<file path="config.mk">
export PLATFORM = sky130hd
export DESIGN_NAME = mbbc_front
export DESIGN_NICKNAME = d
export VERILOG_FILES = /design/src/design/mbbc_pkg.sv /design/src/design/mbbc_front.sv
export VERILOG_INCLUDE_DIRS = /design/src /design/src/design
export SDC_FILE = /design/constraint.sdc
export NUM_CORES = 1
export LEC_CHECK = 0
export BUFFER_PORTS_ARGS = -buffer_cell sky130_fd_sc_hd__buf_2
export CORE_ASPECT_RATIO = 0.5
export CORE_MARGIN = 1
export CORE_UTILIZATION = 39
export CTS_CLUSTER_SIZE = 24
export DETAILED_ROUTE_END_ITERATION = 12
export GPL_TIMING_DRIVEN = 0
export PLACE_DENSITY = 0.59
export SYNTH_ARGS = -nofsm -noshare
export SYNTH_HDL_FRONTEND = slang
export SYNTH_SLANG_ARGS = --single-unit
</file>
<file path="constraint.sdc">
create_clock -name clock -period 3.8 [get_ports clock]
set_input_delay 0.19 -clock clock [delete_from_list [all_inputs] [get_ports clock]]
set_output_delay 0.19 -clock clock [all_outputs]
set_load 0.03 [all_outputs]
</file>
<file path="src/design/masked_box_blur_composite_defines.svh">
// ----------------------------------------------------------------------------
// masked_box_blur_composite_defines.svh
// Assertion helper macros shared by the compositor modules.
// ----------------------------------------------------------------------------
`ifndef MASKED_BOX_BLUR_COMPOSITE_DEFINES_SVH
`define MASKED_BOX_BLUR_COMPOSITE_DEFINES_SVH

// Check that a condition holds at every clock edge outside reset.
`define MBBC_ASSERT_ALW(lbl, clk, rst, cond, msg) \
   lbl: assert property (@(posedge clk) disable iff (rst) (cond)) else $error(msg);

// Check that a condition implies another in the same cycle.
`define MBBC_ASSERT_IMP(lbl, clk, rst, ante, cons, msg) \
   lbl: assert property (@(posedge clk) disable iff (rst) (ante) |-> (cons)) \
      else $error(msg);

// Check that a condition implies another in the next cycle.
`define MBBC_ASSERT_NXT(lbl, clk, rst, ante, cons, msg) \
   lbl: assert property (@(posedge clk) disable iff (rst) (ante) |=> (cons)) \
      else $error(msg);

`endif

</file>
<file path="src/design/mbbc_pkg.sv">
// ----------------------------------------------------------------------------
// mbbc_pkg
// Types and constants shared by the masked box blur compositor.
// ----------------------------------------------------------------------------
package mbbc_pkg;

   // Configuration register fields
   localparam int CFG_DIM_W    = 11;
   localparam int CFG_RADIUS_W = 5;
   localparam int CSR_IDX_W    = 2;
   localparam int CSR_DATA_W   = 11;

   localparam logic [CFG_DIM_W-1:0]    WIDTH_RST  = 11'd960;
   localparam logic [CFG_DIM_W-1:0]    HEIGHT_RST = 11'd540;
   localparam logic [CFG_RADIUS_W-1:0] RADIUS_RST = 5'd3;

   localparam int MIN_RADIUS  = 3;
   localparam logic [7:0] PIXEL_MAX   = 8'hFF;
   localparam logic [16:0] BLEND_ROUND = 17'd127;

   // Request codes
   localparam logic REQ_WRITE = 1'b0;
   localparam logic REQ_READ  = 1'b1;

   // Queue between front and back
   localparam int QDEPTH = 2;
   localparam int QPTR_W = 1;
   localparam int QCNT_W = 2;

   typedef enum logic [CSR_IDX_W-1:0] {
      CSR_FRAME_WIDTH,
      CSR_FRAME_HEIGHT,
      CSR_BLUR_RADIUS,
      CSR_BACKDROP_MODE
   } csr_index_type;

   typedef struct packed {
      logic [CFG_DIM_W-1:0]    frame_width;
      logic [CFG_DIM_W-1:0]    frame_height;
      logic [CFG_RADIUS_W-1:0] blur_radius;
      logic                    backdrop_mode;
   } cfg_type;

   typedef struct packed {
      logic       is_read;
      logic [7:0] pixel_blue;
      logic [7:0] pixel_green;
      logic [7:0] pixel_red;
      logic [7:0] pixel_alpha;
      logic [7:0] mask_level;
      logic [7:0] backdrop_blue;
      logic [7:0] backdrop_green;
      logic [7:0] backdrop_red;
   } cmd_type;

   typedef struct packed {
      logic    valid;
      cmd_type cmd;
   } qhead_type;

   typedef enum logic [3:0] {
      ST_IDLE,
      ST_PRE_A,
      ST_PRE_R,
      ST_PRE_U,
      ST_DIV_S,
      ST_DIV_W,
      ST_WR,
      ST_ADD_R,
      ST_ADD_U,
      ST_SUB_R,
      ST_SUB_U,
      ST_RD_F,
      ST_RD_M,
      ST_RD_S
   } back_state_type;

endpackage

</file>
<file path="src/design/mbbc_front.sv">
// ----------------------------------------------------------------------------
// mbbc_front
// Accepts request items, classifies them and queues them for the back end.
// ----------------------------------------------------------------------------
`include "masked_box_blur_composite_defines.svh"

module mbbc_front (
   input  logic                clock,
   input  logic                reset,
   input  logic                req_valid,
   output logic                req_ready,
   input  logic                req_type,
   input  logic [7:0]          req_pixel_blue,
   input  logic [7:0]          req_pixel_green,
   input  logic [7:0]          req_pixel_red,
   input  logic [7:0]          req_pixel_alpha,
   input  logic [7:0]          req_mask_level,
   input  logic [7:0]          req_backdrop_blue,
   input  logic [7:0]          req_backdrop_green,
   input  logic [7:0]          req_backdrop_red,
   output mbbc_pkg::qhead_type head,
   input  logic                cmd_pop
);
   import mbbc_pkg::*;

   cmd_type             q_ff [QDEPTH];
   logic [QPTR_W-1:0]   wptr_ff, wptr_in;
   logic [QPTR_W-1:0]   rptr_ff, rptr_in;
   logic [QCNT_W-1:0]   count_ff, count_in;
   logic                push;
   cmd_type             cmd;

   // Classify the incoming item
   always_comb begin
      cmd.is_read        = (req_type == REQ_READ);
      cmd.pixel_blue     = req_pixel_blue;
      cmd.pixel_green    = req_pixel_green;
      cmd.pixel_red      = req_pixel_red;
      cmd.pixel_alpha    = req_pixel_alpha;
      cmd.mask_level     = req_mask_level;
      cmd.backdrop_blue  = req_backdrop_blue;
      cmd.backdrop_green = req_backdrop_green;
      cmd.backdrop_red   = req_backdrop_red;
   end

   assign req_ready = (count_ff != QCNT_W'(QDEPTH));
   assign push      = req_valid && req_ready;

   // Advance pointers and fill count
   always_comb begin
      wptr_in  = push ? wptr_ff + 1'b1 : wptr_ff;
      rptr_in  = cmd_pop ? rptr_ff + 1'b1 : rptr_ff;
      count_in = count_ff;
      if (push && !cmd_pop) begin
         count_in = count_ff + 1'b1;
      end else if (!push && cmd_pop) begin
         count_in = count_ff - 1'b1;
      end
   end

   always_ff @(posedge clock) begin
      if (reset) begin
         wptr_ff  <= '0;
         rptr_ff  <= '0;
         count_ff <= '0;
      end else begin
         wptr_ff  <= wptr_in;
         rptr_ff  <= rptr_in;
         count_ff <= count_in;
      end
   end

   // Queue storage
   always_ff @(posedge clock) begin
      if (push) begin
         q_ff[wptr_ff] <= cmd;
      end
   end

   assign head.valid = (count_ff != '0);
   assign head.cmd   = q_ff[rptr_ff];

   `MBBC_ASSERT_IMP(a_pop_nonempty, clock, reset, cmd_pop, count_ff != '0, "pop from empty queue")
endmodule

</file>
==> run summary, run 1 <==
• finished, final reports clean — outcome
• 7010 um^2 — final non-filler cell area
• 4.43 — Vias per Instance
• 0 — diode count
• edfxtp_1 — most common cell in the netlist
• 0 — final count of pins violating max slew
• 1.92 ns — crit path DAT
• 3.99 mW — post-route total power
• 28 — num rows
• buffers and inverters — cell family contributing the most delay on the critical path
• 5840 um^2 — Placed Area
• 296 — net count after synthesis
• 0.906 ns — slew at the pin with the worst max-slew slack
• 2.66 nW — leakage power
• 39.6% — worst max-slew margin expressed relative to the limit
• flip-flop — critical path capture point type
• 2950 — number of global-route vias before repair
• 135 — post-synthesis register bit count
• 5.81 mm — Post-DP HPWL
• nand2b_4 > nand3b_1 > inv_2 > buf_12 — worst path cell trace
• 21.8 um^2 — mean instance size in the synthesized netlist
• 52.0% — proportion of layout cells with a drive suffix above 1
• 58.2% — utilization after layout
• inv_2 — standard cell with the maximum stage delay on the critical path
• 0.49 ns — worst stage delay on the critical path
• 42.1% — signed area change from the synthesized netlist to the final layout
• 99 — 1st-iter DRT viols
• 2 — CP bufs+invs
• edfxtp_1, mux2_2, buf_6, dfxtp_1, nor2_1 — leading cell types by count after synthesis
• 570 nW/um^2 — Power per Cell Area
• 0.40 ns — Clk Latency, worst-skew pair
• 14.7 um — wire per inst
• 0.05 ns — Clk pin slew, worst setup/hold paths
• 0 — Ys Warns
• 3.88 ns — Critical Path RT
• 40.9% — initial cell density of the core
• 14.2% — global router's overall resource usage
• clkbuf_16 — clock root buffer
• done — clock tree from TritonCTS
• 0 — remaining global-route overflow
• edfxtp_1 — most common flop cell mapped by yosys
• 0.544 GHz — peak clock frequency supported by timing
• 0.00705 ns — Worst Skew
• 135 — input/output buffers
• 40 — highest fanout seen on the critical path
• reg -> reg — critical path start-end classification
• 9.13 mm — sum of routed wire length over all layers
• 48.3% — fraction of the cycle the final worst path needs
• 0 — number of maximum-capacitance constraint violations
• 161 um — Die X
• 0 — endpoints failing setup
• 0% — share of async-settable or async-resettable flops after synthesis
• 226 — gate count after technology mapping
• 136 — number of ports placed on the die boundary
• 516 — final-stage net count
• 0 — final hold viol count
• 17 — clock buffers created by TritonCTS
• 4930 um^2 — post-synthesis instance area
• 0 — number of routed nets with antenna violations
• 4 — Clock H-tree levels
• 20 — number of library cell types mapped by synthesis
• in -> reg — Hold Path Class
• 0.703 — GPL Wtd Cong
• 81.5 um — floorplan die height
• 13100 um^2 — overall die area
• 332 uV — maximum ir drop on the vdd rail
• 12100 um^2 — floorplan core area
• edfxtp_1, mux2_2, dfxtp_1 — leading cell types by total area after synthesis
• 2 — number of buffers between clock root and the deepest sink
• 1.84 ns — post-route minimum period
• 135 — clock net sink count
• 66 — pin count of the biggest net entering global routing
• 0 — Post-CTS Setup Bufs
• 2759 — overall via count from detail_route
• 0 — initial antenna violation count
• 4 — number of detailed-route iterations in the first pass
• 0 ns — setup_tns
• 0 — DRC violation count after routing
• flip-flop — startpoint types
• 13.8 mm — first-pass GRT wire length
• 130 — number of enable flip-flop cells after synthesis
• 81.2% — sequential cell area fraction in the yosys report
• edfxtp_1 — largest area contributor in the netlist
• 79.1% — fraction of post-synthesis cell area in the top cell type by area
• no — setup repair after global routing missed its margin
timing repair:
item,CTS,global route
hold endpoints to repair,130,0
endpoints found under the setup margin,0,0
hold buffers,65,0
resized for setup,0,0
cell usage in the layout (no fill, tap or decap):
| cell type | Yosys | layout |
|---|---|---|
| o21ai_0 | 1 | 1 |
| or2_2 | 1 | 1 |
| xor2_1 | 2 | 2 |
| dlygate4sd3_1 | 0 | 65 |
| a21bo_2 | 1 | 1 |
| dfxtp_1 | 5 | 5 |
| xnor2_1 | 1 | 1 |
| ha_1 | 1 | 1 |
| clkinv_1 | 0 | 4 |
| inv_1 | 2 | 1 |
| nor2_1 | 3 | 3 |
| clkbuf_16 | 0 | 17 |
| nand2b_4 | 1 | 1 |
| edfxtp_1 | 130 | 130 |
| nand3b_1 | 1 | 1 |
| clkbuf_1 | 0 | 2 |
| clkinvlp_4 | 0 | 3 |
| and3_4 | 0 | 1 |
| clkinv_2 | 0 | 4 |
| buf_2 | 1 | 136 |
| buf_6 | 5 | 5 |
| buf_12 | 0 | 1 |
| mux2_2 | 65 | 65 |
| bufinv_16 | 0 | 1 |
| and2_1 | 1 | 1 |
| or3_1 | 1 | 1 |
| a21oi_1 | 2 | 2 |
| buf_4 | 1 | 1 |
| inv_2 | 0 | 1 |
through the flow:
stage               setup WS [ns]  hold WS (ns)  instances
detailed placement           1.95         0.382        527
floorplan                    1.19         0.259        226
global route                 1.81        0.0199        623
global placement            0.555         0.377        526
finish                       1.96        0.0258        623
CTS                          1.93        0.0131        623
layout make-up:
cell class | count | area [um^2]
clock inverter | 12 | 87.6
fill | 958 | 5040
inverter | 2 | 7.51
clock buffer | 19 | 433
multi-input combinational | 82 | 858
buffer | 7 | 68.8
timing repair buffer | 201 | 1350
tap | 165 | 206
sequential | 135 | 4000
power breakdown:
group	leakage [nW]	switching (mW)	internal [mW]
sequential	1.25	0.0364	1.81
combinational	1.16	0.439	0.275
clock	0.248	0.557	0.880
total	2.66	1.03	2.96
layer usage:
metal | vias to the layer above | GRT usage [%] | wire (um)
li1 | 1334 | - | -
met1 | 1363 | 14.8 | 3610
met2 | 58 | 27.4 | 5170
met3 | 4 | 4.44 | 312
met4 | 0 | 5.09 | 37
met5 | - | 0 | 0
final timing paths:
path	slack, ns	from	to	cells after the start
setup / recovery	1.96	count_ff[0]	q_ff[0][58]	4
hold / removal	0.03	reset	wptr_ff	2
setup reg to reg	1.96	count_ff[0]	q_ff[0][58]	4
hold reg to reg	0.53	rptr_ff	rptr_ff	2
state kept, by name, indices dropped and copies added, names as in the netlist, named ones only:
| signal | cells |
|---|---|
| q_ff | 130 |
| rptr_ff | 1 |
| wptr_ff | 1 |
| count_ff | 2 |
cells by family after synthesis:
kind of cell | Yosys count | synth area share [%]
AOI/OAI and AO/OA | 4 | 0.507
buffers and inverters | 9 | 1.55
adders and majority gates | 1 | 0.254
DFF | 135 | 81.2
xor gates and xnor gates | 3 | 0.533
muxes | 65 | 14.8
and+or+nand+nor | 9 | 1.17
Note: power is estimated with default switching activity, not from simulation.
==> run 2: changes to the inputs <==
clock period = 1.9 ns   (was 3.8 ns; I/O delays follow)
==> run 2 against run 1 <==
- register-to-register slack lost 1.8 ns
- via count is 1.4% higher
- fmax up 4.2%
- critical path depth decreased by 2
- clock power rose by 130%
- sequential cell count is the same
- wire length grew 5.9%
- die area is the same
- sequential power is 100% higher
- global-route usage is 1.1 points higher
- clock skew hardly changed
- utilization is 1.2 points higher
- critical path type unchanged
- highest routed layer unchanged
==> run summary, run 2 (same netlist as run 1, synthesis figures left out) <==
• finished, final reports clean — outcome
• 0 — DRC violation count after routing
• 0 — CP bufs+invs
• 81.5 um — floorplan die height
• flip-flop — startpoint types
• 0.14 ns — worst setup slack for register-to-register paths
• 1.79 ns — crit path DAT
• no — setup repair after global routing missed its margin
• reg -> reg — critical path start-end classification
• flip-flop — critical path capture point type
• 5.99 mm — Post-DP HPWL
• 0.686 — GPL Wtd Cong
• count_ff[0] — timing startpoint of the critical path
• 14.6 mm — first-pass GRT wire length
• 17 — clock buffers created by TritonCTS
• q_ff (130), count_ff (2) — Largest regs
• 4.46 — Vias per Instance
• 4 — number of detailed-route iterations in the first pass
• 647 uV — maximum ir drop on the vdd rail
• 4 — Clock H-tree levels
• 520 — final-stage net count
• simple AND/OR/NAND/NOR gates — cell family contributing the most delay on the critical path
• 45.1% — signed area change from the synthesized netlist to the final layout
• 0 — number of maximum-capacitance constraint violations
• nand2b_4 > and3_4 — worst path cell trace
• done — clock tree from TritonCTS
• in -> reg — Hold Path Class
• 0.567 GHz — peak clock frequency supported by timing
• 0 — diode count
• -0.0737 ns — Place WS
• 15.4 um — wire per inst
• 0.943 ns — slew at the pin with the worst max-slew slack
• 92.8% — fraction of the cycle the final worst path needs
• 2 — number of buffers between clock root and the deepest sink
• 66 — pin count of the biggest net entering global routing
• 12100 um^2 — floorplan core area
• 0.40 ns — Clk Latency, worst-skew pair
• 1190 nW/um^2 — Power per Cell Area
• 0.137 ns — PnR worst setup slack
• 125 — 1st-iter DRT viols
• 2.72 nW — leakage power
• 0.06 ns — Clk pin slew, worst setup/hold paths
• 0 — endpoints failing setup
• 130 — number of flip-flops in the largest register
• 37.1% — worst max-slew margin expressed relative to the limit
• 28 — num rows
• buf_2, edfxtp_1, dlygate4sd3_1 — top library cells by usage in the layout, fill and taps aside
• q_ff — register bank with the most flops
• 135 — clock net sink count
• 40.9% — initial cell density of the core
• buf_2 — most frequent standard cell in the layout excluding fill and tap cells
• 15.3% — global router's overall resource usage
• 136 — number of ports placed on the die boundary
• count_ff[0] — reg2reg start
• 0 — final hold viol count
• 53.6% — proportion of layout cells with a drive suffix above 1
• 0 — remaining global-route overflow
• 0 — initial antenna violation count
• 8.53 mW — post-route total power
• req_valid — startpoint of the most critical hold path
• clkbuf_16 — clock root buffer
• 0.00692 ns — Worst Skew
• 0 — number of routed nets with antenna violations
• 13100 um^2 — overall die area
• 2798 — overall via count from detail_route
• 9.67 mm — sum of routed wire length over all layers
• 65 — highest fanout seen on the critical path
• 161 um — Die X
• 1.92 ns — Critical Path RT
• 1.76 ns — post-route minimum period
• and3_4 — standard cell with the maximum stage delay on the critical path
• 0.0198 ns — Hold WS
• 135 — input/output buffers
• 3027 — number of global-route vias before repair
• 0 — final count of pins violating max slew
• 0.79 ns — worst stage delay on the critical path
-- run 2: cell types whose count changed in the layout (fill, tap and decap cells not counted), sizes merged --
cell         before  now
dlygate4sd3      65   67
bufinv            1    3
clkinv            8    3
inv               2    1
clkinvlp          3    7
clkbuf           19   21
buf             143  144
-- run 2: worst reg2reg max path: cells and delay by family (launching register included) --
family           cells  cell delay (ns)
AND/OR/NAND/NOR      2             0.95
flip-flops           1             0.36
-- run 2: cell type report --
class / instances / area (um^2)
Inverter: 2 / 11.3
Buffer: 7 / 68.8
Timing Repair inverter: 1 / 7.51
Timing Repair Buffer: 204 / 1370
Clock buffer: 21 / 480
Tap cell: 165 / 206
Clock inverter: 11 / 146
Fill cell: 953 / 4890
Sequential cell: 135 / 4010
Multi-Input combinational cell: 82 / 858
-- run 2: final timing paths --
path	to	cells after the start
setup / recovery	q_ff[1][27]	2
hold / removal	wptr_ff	3
setup reg to reg	q_ff[1][27]	2
hold reg to reg	flip-flop	2
-- run 2: metrics by stage --
step	area [um^2]	instances	util [%]	TNS, ns
after floorplan	4940	226	-	-7.71
after global placement	5820	526	48.3	-50.59
after detailed placement	5850	527	48.5	-2.74
after CTS	7150	627	59.3	-0.0000896
after global routing	7160	628	59.4	0
final	7160	628	59.4	0
-- run 2: metal layers --
layer	part of all wire (%)	vias up	GRT usage (%)
met2	55	58	28.1
met1	41	1392	16.7
li1	-	1344	-
met3	3.4	4	4.65
met5	0	-	0
met4	0.70	0	6.70
-- run 2: timing repair --
action                                  CTS  global route
hold endpoints to repair                135             0
cloned                                    1             0
gates resized for setup                   0             1
hold buffers                             67             0
setup buffers                             0             1
endpoints found under the setup margin   39            52
-- run 2: power breakdown --
group	total [mW]	switching (mW)	internal (mW)
combinational	1.46	0.905	0.559
clock	3.38	1.18	2.20
sequential	3.69	0.0746	3.61
==> run 3: changes to the inputs <==
CORE_UTILIZATION = 52   (was 39)
HOLD_SLACK_MARGIN = 0.08   (was not set)
PLACE_DENSITY = 0.76   (was 0.59)
==> run 3 against run 2 <==
- sequential share of layout area fell by 0.52 points
- total power rose by 6.3%
- non-clock buffer count rose by 6
- critical endpoint is now head[27]
- critical path depth rose by 2
- die area fell by 25%
- clock power rose by 14%
- sequential power barely moved
- fmax barely moved
- via count rose by 2.3%
- highest routed layer unchanged
==> run summary, run 3 (same netlist as run 1, synthesis figures left out) <==
• 10 — highest fanout seen on the critical path
• 9.07 mW — post-route total power
• 39.2% — worst max-slew margin expressed relative to the limit
• 2.17 mW — switching pwr
• 55.1% — initial cell density of the core
• 0.00787 ns — Worst Skew
• 10.1 mm — sum of routed wire length over all layers
• 0 — endpoints failing setup
• 15.8 mm — first-pass GRT wire length
• 4 — Worst Reg-to-Reg Cells
• 2 — number of cells on the worst hold path
• 478 — Placed Cells incl. Taps
• 92.8% — fraction of the cycle the final worst path needs
• done — clock tree from TritonCTS
• 136 — number of ports placed on the die boundary
• req_pixel_green[6] — startpoint of the most critical hold path
• 0.913 ns — slew at the pin with the worst max-slew slack
• in -> reg — Hold Path Class
• 46.5% — signed area change from the synthesized netlist to the final layout
• 0 — remaining global-route overflow
• 7230 um^2 — final non-filler cell area
• clkbuf_16 — clock root buffer
• q_ff[1][54] — Hold Crit Endpoint
• reg -> out — critical path start-end classification
• 80.7% — utilization after layout
• 66 — pin count of the biggest net entering global routing
• 70.9 um — floorplan die height
• 0 — number of routed nets with antenna violations
• q_ff (130), count_ff (2) — Largest regs
• output pin — critical path capture point type
• 130 — number of flip-flops in the largest register
• 2863 — overall via count from detail_route
• 926 uV — maximum ir drop on the vdd rail
• 8950 um^2 — floorplan core area
• 0 — initial antenna violation count
• 24 — num rows
• 0.705 — GPL Wtd Cong
• 0 ns — setup_tns
• 42.7% — part of the total power dissipated in the clock network
• 3205 — number of global-route vias before repair
• count_ff[0] — reg2reg start
• 0.17 ns — worst setup slack for register-to-register paths
• 53.8% — proportion of layout cells with a drive suffix above 1
• 0.136 ns — PnR worst setup slack
• 0 — final count of pins violating max slew
• 2.79 nW — leakage power
• 4 — number of detailed-route iterations in the first pass
• 95 — 1st-iter DRT viols
• 0 — DRC violation count after routing
• 17.3 um — wire per inst
• 1.76 ns — post-route minimum period
• 0.567 GHz — peak clock frequency supported by timing
• 1260 nW/um^2 — Power per Cell Area
• 0.417 ns — Hold WS
• 23.9% — switching portion of total power
• buf_2, edfxtp_1, dlygate4sd3_1 — top library cells by usage in the layout, fill and taps aside
• 2 — number of buffers between clock root and the deepest sink
• 135 — clock net sink count
• 135 — input/output buffers
• 5.51 mm — Post-DP HPWL
• no — setup repair after global routing missed its margin
• finished, final reports clean — outcome
• q_ff[0][11] — endpoint of the most critical register-to-register path
• 21.9% — global router's overall resource usage
• 0 — final hold viol count
• 528 — final-stage net count
• 486 — Fillers
• 0 — diode count
• 0.40 ns — Clk Latency, worst-skew pair
• 140 um — Die X
• 5770 um^2 — Placed Area
• 9900 um^2 — overall die area
• 40.7% — register share of total power
• 587 — count of placed standard cells in the final layout, fillers left out
• 4.88 — Vias per Instance
• 6.90 mW — internal power
• 1.67 ns — crit path DAT
• 0 — number of maximum-capacitance constraint violations
• q_ff — register bank with the most flops
• buf_2 — most frequent standard cell in the layout excluding fill and tap cells
• 0.06 ns — Clk pin slew, worst setup/hold paths
• -0.646 ns — Place WS
• 16.7% — portion of total power attributed to combinational logic
• 17 — clock buffers created by TritonCTS
• 4 — Clock H-tree levels
• 1.80 ns — Critical Path RT
• flip-flop — startpoint types
run 3: cell count changes in the layout (fill, tap and decap cells not counted), sizes merged:
cell         change
clkinv           +2
clkinvlp         -2
dlygate4sd3      +1
buf              +5
bufinv           +5
clkbuf           -4
run 3: power groups by stage:
stage	Sequential, mW	Clock [mW]	Combinational (mW)
6_report	3.69	3.87	1.51
5_1_grt	3.71	4.05	1.59
4_1_cts	3.69	3.90	1.51
3_5_place_dp	3.76	0	1.32
3_3_place_gp	3.74	0	1.28
2_1_floorplan	3.73	0	0.940
run 3: critical path: stages, from the launching register on:
cell and delay [ns]:
dfxtp_1 0.33, buf_4 0.22, buf_6 0.18, mux2_2 0.35, buf_2 0.19
run 3: cell type report:
type                            instances  area [um^2]  share of cell area, %
Sequential cell                       135         4010                   55.4
Buffer                                  7         68.8                  0.952
Timing Repair inverter                  3         22.5                  0.312
Clock buffer                           17          425                   5.89
Inverter                                2         11.3                  0.156
Multi-Input combinational cell         82          858                   11.9
Timing Repair Buffer                  210         1410                   19.5
Tap cell                              117          146                   2.03
Clock inverter                         14          279                   3.86
run 3: what timing repair did:
| action | in CTS | in global routing |
|---|---|---|
| buffers inserted | 7 | 0 |
| setup endpoints to repair | 65 | 0 |
| hold buffers | 68 | 0 |
| resized for setup | 3 | 0 |
| hold endpoints to repair | 135 | 0 |
run 3: routing by layer:
metal	vias to the layer above	share of wire, %	track usage [%]
li1	1363	-	-
met1	1401	41	24.0
met2	82	54	40.4
met3	17	4.0	6.50
met4	0	1.6	9.40
met5	-	0	0
run 3: worst max path at each step:
| stage | cells past startpoint | from | slack (ns) | to |
|---|---|---|---|---|
| after detailed placement | 3 | count_ff[0] | -0.65 | q_ff[0][1] |
| final | 4 | flip-flop | 0.14 | head[27] |
| after floorplan | 3 | count_ff[0] | -0.12 | q_ff[0][0] |
| after global routing | 4 | flip-flop | 0.06 | head[47] |
| after CTS | 4 | count_ff[0] | 0.1 | q_ff[0][6] |
| after global placement | 3 | count_ff[0] | -0.50 | q_ff[0][46] |
